===== src/design/tlfq_pkg.sv =====
// Shared types and constants for the three-level feedback queue scheduler.
package tlfq_pkg;

  localparam int QueueDepthDef = 16;
  localparam logic [7:0] SliceOneRst = 8'd2;
  localparam logic [7:0] SliceTwoRst = 8'd4;

  localparam logic [1:0] StAccept = 2'd0;
  localparam logic [1:0] StReject = 2'd1;
  localparam logic [1:0] StTick   = 2'd2;

  localparam logic CfgSliceOne = 1'b0;
  localparam logic CfgSliceTwo = 1'b1;

  // One queued process: id, remaining burst and slice left.
  typedef struct packed {
    logic [7:0]  pid;
    logic [15:0] rem;
    logic [7:0]  slice;
  } entry_t;

  // Command from the scheduler to one queue's cell row.
  typedef struct packed {
    logic   push_tail;
    logic   push_head;
    logic   pop;
    entry_t data;
  } qcmd_t;

  function automatic logic [7:0] fix_slice(input logic [7:0] s);
    return (s == 8'd0) ? 8'd1 : s;
  endfunction

endpackage


===== src/design/tlfq_cell.sv =====
// One storage cell of a queue: holds an entry and shifts to either neighbor.
module tlfq_cell
  import tlfq_pkg::*;
(
  input  logic   clk,
  input  logic   shift_dn,  // take the entry of the previous neighbor (toward head)
  input  logic   shift_up,  // take the entry of the next neighbor (toward tail)
  input  logic   load,      // take the new entry
  input  entry_t from_prev,
  input  entry_t from_next,
  input  entry_t new_data,
  output entry_t q
);

  entry_t q_r;

  // Entry update: load wins, else shift in one direction.
  always_ff @(posedge clk) begin
    if (load) begin
      q_r <= new_data;
    end else if (shift_dn) begin
      q_r <= from_prev;
    end else if (shift_up) begin
      q_r <= from_next;
    end
  end

  assign q = q_r;

endmodule


===== src/design/tlfq_queue.sv =====
// One queue level built as a row of cells; cell 0 is the head.
module tlfq_queue
  import tlfq_pkg::*;
#(
  parameter int Depth = QueueDepthDef
) (
  input  logic   clk,
  input  logic   rst_n,
  input  qcmd_t  cmd,
  output entry_t head,
  output logic   empty,
  output logic   full
);

  localparam int CntW = $clog2(Depth + 1);

  logic [CntW-1:0] count_r, count_nxt;
  entry_t          cell_q [Depth];

  // Fill count of the row.
  always_comb begin
    count_nxt = count_r;
    if (cmd.push_tail || cmd.push_head) begin
      count_nxt = count_r + CntW'(1);
    end else if (cmd.pop) begin
      count_nxt = count_r - CntW'(1);
    end
  end

  always_ff @(posedge clk) begin
    if (!rst_n) begin
      count_r <= '0;
    end else begin
      count_r <= count_nxt;
    end
  end

  // Row of cells: a head push shifts toward the tail, a pop toward the head.
  for (genvar i = 0; i < Depth; i++) begin : g_cell
    entry_t prev_d, next_d;
    assign prev_d = (i == 0) ? cmd.data : cell_q[(i == 0) ? 0 : i - 1];
    assign next_d = (i == Depth - 1) ? cell_q[i] : cell_q[(i == Depth - 1) ? i : i + 1];
    tlfq_cell u_cell (
      .clk       (clk),
      .shift_dn  (cmd.push_head),
      .shift_up  (cmd.pop),
      .load      (cmd.push_tail && (count_r == CntW'(i))),
      .from_prev (prev_d),
      .from_next (next_d),
      .new_data  (cmd.data),
      .q         (cell_q[i])
    );
  end

  assign head  = cell_q[0];
  assign empty = (count_r == '0);
  assign full  = (count_r == CntW'(Depth));

endmodule


===== src/design/three_level_feedback_queue_scheduler_unit.sv =====
// Top level of the three-level feedback queue scheduler.
//
//  channel | direction | handshake           | payload
//  in_     | input     | in_tvalid/in_tready | tdata {new_burst,new_pid}, tuser mode
//  out_    | output    | out_tvalid/tready   | tdata {preempted..status}
//  cfg_    | input     | cfg_valid/cfg_ready | cfg_index, cfg_data
//
// An arrival result is ready in the cycle after acceptance. A tick passes through the
// steps preempt, select and run, and skips run when there is nothing to run.
// Each step issues at most one command to a queue row. The result sits in an output
// register and a new item is taken only once it has been taken, so no item is accepted
// before the last one is through. Reset is synchronous and needs no clearing pass.
module three_level_feedback_queue_scheduler_unit
  import tlfq_pkg::*;
#(
  parameter int QueueDepth = QueueDepthDef
) (
  input  logic        clk,
  input  logic        rst_n,
  input  logic        in_tvalid,
  output logic        in_tready,
  input  logic [23:0] in_tdata,   // new_pid [7:0], new_burst [23:8]
  input  logic        in_tuser,   // mode
  output logic        out_tvalid,
  input  logic        out_tready,
  output logic [15:0] out_tdata,  // status, run_pid, run_level, finished, demoted,
                                  // preempted, zero fill
  input  logic        cfg_valid,
  output logic        cfg_ready,
  input  logic        cfg_index,
  input  logic [7:0]  cfg_data
);

  typedef enum logic [1:0] {S_IDLE, S_PRE, S_SEL, S_RUN} state_t;

  state_t     state_r;
  logic [7:0] slice1_r, slice2_r;
  logic       run_v_r;
  entry_t     run_e_r;
  logic [1:0] run_lvl_r;
  logic       mode_r, pre_r;
  entry_t     new_r;
  logic       out_v_r;
  logic [15:0] out_d_r;

  qcmd_t  cmd [3];
  entry_t hd [3];
  logic   emp [3], ful [3];

  for (genvar k = 0; k < 3; k++) begin : g_q
    tlfq_queue #(.Depth(QueueDepth)) u_q (
      .clk (clk), .rst_n (rst_n), .cmd (cmd[k]),
      .head (hd[k]), .empty (emp[k]), .full (ful[k])
    );
  end

  assign in_tready  = (state_r == S_IDLE) && !out_v_r;
  assign cfg_ready  = 1'b1;
  assign out_tvalid = out_v_r;
  assign out_tdata  = out_d_r;

  // Decisions of the current step.
  logic       pre_go, sel_any, fin, expired, dem_go;
  logic [1:0] sel_k;
  entry_t     sel_e, dem_e;
  always_comb begin
    pre_go = run_v_r && ((run_lvl_r == 2'd2 && !emp[0]) ||
             (run_lvl_r == 2'd3 && (!emp[0] || !emp[1]))) &&
             !ful[(run_lvl_r == 2'd3) ? 2 : 1];
    sel_any = !emp[0] || !emp[1] || !emp[2];
    sel_k   = !emp[0] ? 2'd0 : (!emp[1] ? 2'd1 : 2'd2);
    sel_e   = hd[sel_k];
    if (sel_k == 2'd0) begin
      sel_e.slice = fix_slice(slice1_r);
    end
    fin     = run_e_r.rem <= 16'd1;
    expired = (run_lvl_r != 2'd3) && (run_e_r.slice <= 8'd1);
    dem_e   = run_e_r;
    dem_e.rem   = run_e_r.rem - 16'd1;
    dem_e.slice = (run_lvl_r == 2'd1) ? fix_slice(slice2_r) : 8'd0;
    dem_go  = !fin && expired && !ful[(run_lvl_r == 2'd1) ? 1 : 2];
    for (int k = 0; k < 3; k++) begin
      cmd[k] = '0;
    end
    case (state_r)
      S_IDLE: begin
        cmd[0].push_tail = in_tvalid && in_tready && !in_tuser && !ful[0];
        cmd[0].data      = '{pid: in_tdata[7:0], rem: in_tdata[23:8], slice: 8'd0};
      end
      S_PRE: begin
        if (pre_go) begin
          cmd[run_lvl_r - 2'd1].push_head = 1'b1;
          cmd[run_lvl_r - 2'd1].data      = run_e_r;
        end
      end
      S_SEL: begin
        if (!run_v_r && sel_any) begin
          cmd[sel_k].pop = 1'b1;
        end
      end
      S_RUN: begin
        if (dem_go) begin
          cmd[run_lvl_r].push_tail = 1'b1;
          cmd[run_lvl_r].data      = dem_e;
        end
      end
      default: ;
    endcase
  end

  // Sequencer with running-process and result registers.
  always_ff @(posedge clk) begin
    if (!rst_n) begin
      state_r   <= S_IDLE;
      slice1_r  <= SliceOneRst;
      slice2_r  <= SliceTwoRst;
      run_v_r   <= 1'b0;
      run_lvl_r <= 2'd0;
      out_v_r   <= 1'b0;
    end else begin
      if (cfg_valid) begin
        if (cfg_index == CfgSliceOne) slice1_r <= cfg_data;
        else slice2_r <= cfg_data;
      end
      if (out_v_r && out_tready) out_v_r <= 1'b0;
      case (state_r)
        S_IDLE: begin
          if (in_tvalid && in_tready) begin
            if (!in_tuser) begin
              out_v_r <= 1'b1;
              out_d_r <= {14'd0, ful[0] ? StReject : StAccept};
            end else begin
              state_r <= S_PRE;
            end
          end
        end
        S_PRE: begin
          pre_r <= pre_go;
          if (pre_go) run_v_r <= 1'b0;
          state_r <= S_SEL;
        end
        S_SEL: begin
          if (!run_v_r && sel_any) begin
            run_v_r   <= 1'b1;
            run_e_r   <= sel_e;
            run_lvl_r <= sel_k + 2'd1;
            state_r   <= S_RUN;
          end else if (run_v_r) begin
            state_r <= S_RUN;
          end else begin
            out_v_r <= 1'b1;
            out_d_r <= {1'b0, pre_r, 12'd0, StTick};
            state_r <= S_IDLE;
          end
        end
        S_RUN: begin
          out_v_r <= 1'b1;
          out_d_r <= {1'b0, pre_r, dem_go, fin, run_lvl_r, run_e_r.pid, StTick};
          if (fin) begin
            run_v_r <= 1'b0;
            run_e_r.rem <= 16'd0;
          end else begin
            run_e_r.rem <= run_e_r.rem - 16'd1;
            if (run_lvl_r != 2'd3) begin
              if (!expired) run_e_r.slice <= run_e_r.slice - 8'd1;
              else if (dem_go) run_v_r <= 1'b0;
              else run_e_r.slice <= (run_lvl_r == 2'd1) ? fix_slice(slice1_r)
                                                        : fix_slice(slice2_r);
            end
          end
          state_r <= S_IDLE;
        end
        default: state_r <= S_IDLE;
      endcase
    end
  end

endmodule

===== config.mk =====
export PLATFORM = sky130hd
export DESIGN_NAME = three_level_feedback_queue_scheduler_unit
export DESIGN_NICKNAME = d
export VERILOG_FILES = /design/src/design/tlfq_pkg.sv /design/src/design/tlfq_cell.sv /design/src/design/tlfq_queue.sv /design/src/design/three_level_feedback_queue_scheduler_unit.sv
export SDC_FILE = /design/constraint.sdc
export NUM_CORES = 2
export LEC_CHECK = 0
export BUFFER_PORTS_ARGS = -buffer_cell sky130_fd_sc_hd__buf_2
export CORE_MARGIN = 4
export CORE_UTILIZATION = 40
export DETAILED_ROUTE_END_ITERATION = 12
export PLACE_DENSITY = 0.66
export SETUP_SLACK_MARGIN = 0.2
export SLEW_MARGIN = 15
export SYNTH_ARGS = -nofsm -noshare
export SYNTH_HDL_FRONTEND = slang
export SYNTH_SLANG_ARGS = --single-unit

===== constraint.sdc =====
create_clock -name clk -period 4.35 [get_ports clk]
set_input_delay 0.2175 -clock clk [delete_from_list [all_inputs] [get_ports clk]]
set_output_delay 0.2175 -clock clk [all_outputs]
set_load 0.01 [all_outputs]

* Word-level counts from Yosys, hierarchy flattened
Cells that the tools add are included.
Storage, ports and cells: register bits after elaboration 1622, word-level logic and storage cells 618
Operators by class: bitwise logic cells 6, $lt $le $gt $ge 10, reduce and logical (&&, ||, !) cells 151, add/subtract/negate cells 10, mux-type cells 215, equal/unequal tests 68
Operators with widths (number):
- two-way mux 32 bit | 145
- demux 35 bit (select 2 bit) | 5
- bitwise mux 105 bit | 2
- two-way mux 105 bit | 2
- one-hot mux 70 bit (3 select lines) | 1
- nonzero test 3 bit | 47
- one-hot mux 32 bit (4 select lines) | 1
- equality test 5 x 4 -> 1 bit, second input constant | 24
- two-way mux 103 bit | 1
- two-way mux 16 bit | 5
- two-way mux 8 bit | 9
- binary-select mux 32 bit (select 2 bit) | 1
- greater-or-equal comparator 32 x 3 -> 1 bit, second input constant | 2
- logical AND 1 bit | 64
- inverter 2 -> 32 bit | 2
- equality test 5 x 3 -> 1 bit, second input constant | 12
- one-hot mux 16 bit (3 select lines) | 1
- one-hot mux 24 bit (2 select lines) | 1
- two-way mux 35 bit | 1
- two-way mux 34 bit | 1
- two-way mux 33 bit | 1
- equality test 5 x 2 -> 1 bit, second input constant | 6
- two-way mux 5 bit | 6
- two-way mux 24 bit | 1
- other kinds (35) | 119

* Depth between registers and ports, before layout
depth in word-level cells 13, mapped depth 13

* By module
From an unflattened synthesis, not the netlist that was laid out.
Second synthesis, totals: cells, all modules 7547, area total of the unflattened synthesis 87014.7 um2
By module, submodules not included:
- tlfq_cell | times used 48, cells an instance 140, sequential area each 960.9 um2, area an instance 1672.9 um2
- three_level_feedback_queue_scheduler_unit | times used 1, cells an instance 619, sequential area each 1881.8 um2, area an instance 5123.7 um2
- tlfq_queue (g_q[1].u_q ...) | times used 2, cells an instance 70, sequential area each 100.1 um2, area an instance 533.0 um2
- tlfq_queue (g_q[0].u_q) | times used 1, cells an instance 68, sequential area each 100.1 um2, area an instance 528.0 um2

* Least setup slack after synthesis
Ideal clock, no wire load.
kind reg2reg, from reg run_e_r[8] (netlist name), to reg g_q[0].u_q.g_cell[0].u_cell.q_r (netlist bit g_q[0].u_q.g_cell[0].u_cell.q[10]), enable pin, library setup time 0.438 ns, clock period less this slack 3.986 ns, path buffers 2, data required time 3.912 ns, slack 0.364 ns, data arrival time 3.547 ns, cell stages (with the launch flop) 10, cell sequence edfxtp_1 -> inv_1 -> ha_1 -> nor2_1 -> or4_1 -> buf_2 -> o31ai_4 -> o31a_2 -> buf_6 -> o21ai_0
On the way: word-level cells in the longest chain between the ends 8
Ends and longest elaborated chain:
- start, declared | RTL line three_level_feedback_queue_scheduler_unit.sv:39 | entry_t run_e_r;
- start signal, assigned | RTL line three_level_feedback_queue_scheduler_unit.sv:145 | run_e_r <= sel_e;
- <= comparator 16 x 1 -> 1 bit (*) | RTL line three_level_feedback_queue_scheduler_unit.sv:76 | fin = run_e_r.rem <= 16'd1;
- logical NOT 1 bit (*) | RTL line three_level_feedback_queue_scheduler_unit.sv:81 | dem_go = !fin && expired && !ful[(run_lvl_r == 2'd1) ? 1 : 2];
- logical AND 1 bit (*) (2 in series) | RTL line three_level_feedback_queue_scheduler_unit.sv:81
- two-way mux 105 bit (*) | RTL line three_level_feedback_queue_scheduler_unit.sv:102 | if (dem_go) begin
- one-hot mux 1 bit (4 select lines) | RTL line three_level_feedback_queue_scheduler_unit.sv:85 | case (state_r)
- logical AND 1 bit | RTL line tlfq_queue.sv:47 | .load (cmd.push_tail && (count_r == CntW'(i))),
- nonzero test 3 bit (no line) (*)
- end signal, assigned | RTL line tlfq_cell.sv:20 | q_r <= new_data;
- end signal, assigned | RTL line tlfq_cell.sv:22 | q_r <= from_prev;
- end signal, assigned | RTL line tlfq_cell.sv:24 | q_r <= from_next;
- end, declared | RTL line tlfq_cell.sv:15 | entry_t q_r;
Every way passes the cells marked *; elsewhere a longest branch is shown, timed or not. A chain may end at the register's enable or synchronous reset.

* Worst setup path in the final report
from reg g_q[1].u_q.count_r[0], to reg run_e_r[0] (netlist name), enable pin
On the way: word-level cells in the longest chain between the ends 8
Ends and longest elaborated chain:
- start, declared | RTL line tlfq_queue.sv:17 | logic [CntW-1:0] count_r, count_nxt;
- start signal, assigned | RTL line tlfq_queue.sv:34 | count_r <= count_nxt;
- equality test 5 bit | RTL line tlfq_queue.sv:57 | assign full = (count_r == CntW'(Depth));
- binary-select mux 1 bit (select 2 bit) | RTL line three_level_feedback_queue_scheduler_unit.sv:81
- two-way mux 1 bit (2 in series) | RTL line three_level_feedback_queue_scheduler_unit.sv:81
- logical NOT 1 bit | RTL line three_level_feedback_queue_scheduler_unit.sv:81
- logical AND 1 bit | RTL line three_level_feedback_queue_scheduler_unit.sv:81
- != test 3 bit (no line)
- AND reduction 6 bit (no line) (*)
Every way passes the cells marked *; elsewhere a longest branch is shown, timed or not. The select of a mux whose other input is x is not followed.

==> reports/metrics.yaml <==
syn_inst: 6491
fin_skew_ns: 0.0542
gp_congestion: 0.939
synth_top_area_share_pct: 60.4
grtUsageTotal_pct: 22.6
placedCellCount: 8587
fin_crit_ns: 3.93
cts_buffers: 155
p_seq_share_pct: 50.2
worst_slew_pin_slew_ns: 1.25
yosysWarnings: 0
ys_seq_elements: 1493
reg2reg_slack_ns: 0.42
slew_headroom_pct: 17.0
io_pins: 58
power_frac_comb_pct: 8.3
final_antenna_net_count: 0
synth_top_cells_by_count: "edfxtp_1 (1456), nand2_1 (1281), a21oi_1 (572)"
area_growth_pct: 12.3
drv_cap: 0
async_reset_ff_share_pct: 0
antenna_found_initial: 6
cts_setup_buffers: 0
vdd_drop_max_mv: 0.344
clk_pin_slew_ns: 0.06
p_leak_nw: 28.4
rows: 155
start_util_pct: 40.4
yosysMostFrequentCell: "edfxtp_1"
first_global_vias: 52243
insertion_delay_ns: 0.81
numClockSinks: 1493
drive_gt1_share_pct: 14.0
cts_tree: "built"
synth_edf_count: 1456
critPathMaxFanout: 17
grt_pass1_wl_um: 327000
setup.worst_path.start_class: "register"
hp-class: "primary input to register"
cts_root_buf: "clkbuf_16"
p_switching_mw: 8.07
hold_viol_final: 0
synth_ff_type: "edfxtp_1"
fillCellCount: 16320
wl_met2_um: 100000
vias_per_cell: 6.02
p_clk_share_pct: 41.6
wirelength_met1_um: 87900
syn_avg_cell_area_um2: 11.2
top_signal_layer_used: "met4"
drt_first_pass_iters: 7
die_area_um2: 188000
fmax_ghz: 0.254
finalSetupTns_ns: 0
cp.arrival_ns: 4.48
holdWs_ns: 0.0991
fin_cells: 8915
syn-cell-area_um2: 72400
nNetsFinal: 6492
post-route-period-util_pct: 90.4
powerDensity_nw_per_um2: 404
grt-ovfl-total: 0
place.port_buffers: 55
drv_slew: 0
register_area_um2: 44500
power.internal_mw: 24.8
wl_met3_um: 21200
synth_area_leaders: "edfxtp_1 (60%), nand2_1 (6.6%), mux2_2 (4.4%)"
cts_buffer_depth: 3
drc: 0
core_area_um2: 179000
setup_viol: 0
fp.dieW_um: 434
yosysTopAreaCell: "edfxtp_1"
rsz0062_at_grt: "false"
synth_cell_types: 84
worstSetupPathType: "register to register"
ys_seq_area_share_pct: 61.4
wl_per_cell_um: 24.5
outcome: "completed"
synth_fp_nets: 6552
die_height_um: 434
cts_htree_levels: 4
hpwlAfterDp_um: 146000
grt_max_degree: 182
drtIter0Drc: 6976
crit_required_ns: 4.89
drt_wl_total_um: 218000
switching_share_pct: 24.5
multiInputGateArea_um2: 25600
critPathCaptureType: "register"
vias: 53682
==> worst max-delay path: stages (launching register included) <==
cell	delay (ns)
dfxtp_1	0.35
inv_1	0.16
ha_1	0.49
nor4b_2	0.78
nand2_1	0.19
nor2_1	0.43
nor2_1	0.08
o211a_1	0.53
a21boi_0	0.36
buf_4	0.30
==> layout by cell type, fill, tap and decap left out, types with 8 or more instances in the layout <==
master,instances
nand2b_1,18
nor4_1,14
clkinv_1,31
nor3_1,66
a31oi_1,29
buf_12,21
nor3b_1,8
a311oi_1,8
nor2_1,372
a2bb2oi_1,9
mux2_2,286
clkbuf_1,32
bufinv_16,18
nand4_1,10
nand2_1,1276
and3_1,112
nand3_1,308
xor2_1,16
dlygate4sd3_1,42
dfxtp_1,37
and2_1,32
a211oi_1,18
a22o_1,18
inv_1,25
xnor2_1,14
a21boi_0,13
buf_4,267
a221o_1,19
o21ai_1,17
clkinv_2,28
a22oi_1,90
mux2i_1,263
buf_2,55
edfxtp_1,1456
a21oi_1,568
o211ai_1,342
o22ai_1,12
ha_1,22
clkbuf_16,159
o21ai_0,276
==> layout make-up <==
| type | instances | share of cell area [%] |
|---|---|---|
| antenna | 4 | 0.0123 |
| clock buffer | 191 | 5.04 |
| clock inverter | 91 | 1.24 |
| inverter | 26 | 0.120 |
| multi-input combinational | 4370 | 31.5 |
| sequential | 1493 | 54.7 |
| tap | 2355 | 3.62 |
| timing repair buffer | 385 | 3.84 |
==> what timing repair did <==
item	CTS	global route
gates resized for setup	0	0
hold buffers	42	0
hold endpoints to repair	57	0
==> sequential cells by signal, indices dropped and copies added, names as in the netlist <==
signal                   count
pre_r                        1
out_tvalid                   1
out_tdata                   15
run_v_r                      1
g_q.u_q.g_cell.u_cell.q   1408
g_q.u_q.count_r             15
dem_e                        8
state_r                      2
run_lvl_r                    2
run_e_r                     24
slice2_r                     8
slice1_r                     8
==> final timing paths <==
| check | start | endpoint | cells past startpoint |
|---|---|---|---|
| worst max-delay path | g_q[1].u_q.count_r[0] | run_e_r[0] | 9 |
| worst max register to register | g_q[1].u_q.count_r[0] | run_e_r[0] | 9 |
| worst min register to register | slice2_r[0] | slice2_r[0] | 2 |
| worst min-delay path | in_tvalid | state_r[0] | 4 |
==> stage by stage <==
stage / cell area (µm²) / power [mW] / setup WS (ns) / util (%)
final: 81300 / 32.9 / 0.417 / 45.4
after global routing: 81300 / 33.8 / 0.287 / 45.4
after CTS: 81300 / 32.9 / 0.411 / 45.4
after detailed placement: 75800 / 19.4 / 0.465 / 42.3
after global placement: 75800 / 19.4 / 0.499 / 42.3
after floorplan: 72400 / 18.3 / 0.364 / -
==> kinds of logic (layout without fill, tap and decap cells) <==
family	Yosys count	count (layout)	share of synthesized area [%]
flops	1493	1493	61.4
simple gates	2287	2287	13.6
fa+ha+maj	22	22	0.380
xor+xnor	30	30	0.363
mux	555	555	8.18
other cells	2	6	0.0104
compound gates	1474	1474	12.5
buf+inv	628	693	3.57
==> power by group through the flow <==
stage                     Clock, mW  Sequential, mW  Combinational, mW
after floorplan                   0            16.6               1.65
after global placement            0            16.8               2.57
after detailed placement          0            16.8               2.62
after CTS                      13.8            16.5               2.66
after global routing           14.4            16.5               2.89
final                          13.7            16.5               2.72
==> per-layer routing <==
layer,up-vias,global-route usage (%)
met5,-,0
met4,0,9.01
met3,430,4.34
met2,2856,35.7
met1,26588,30.9
li1,23808,-
(Power assumes the default switching activity.)
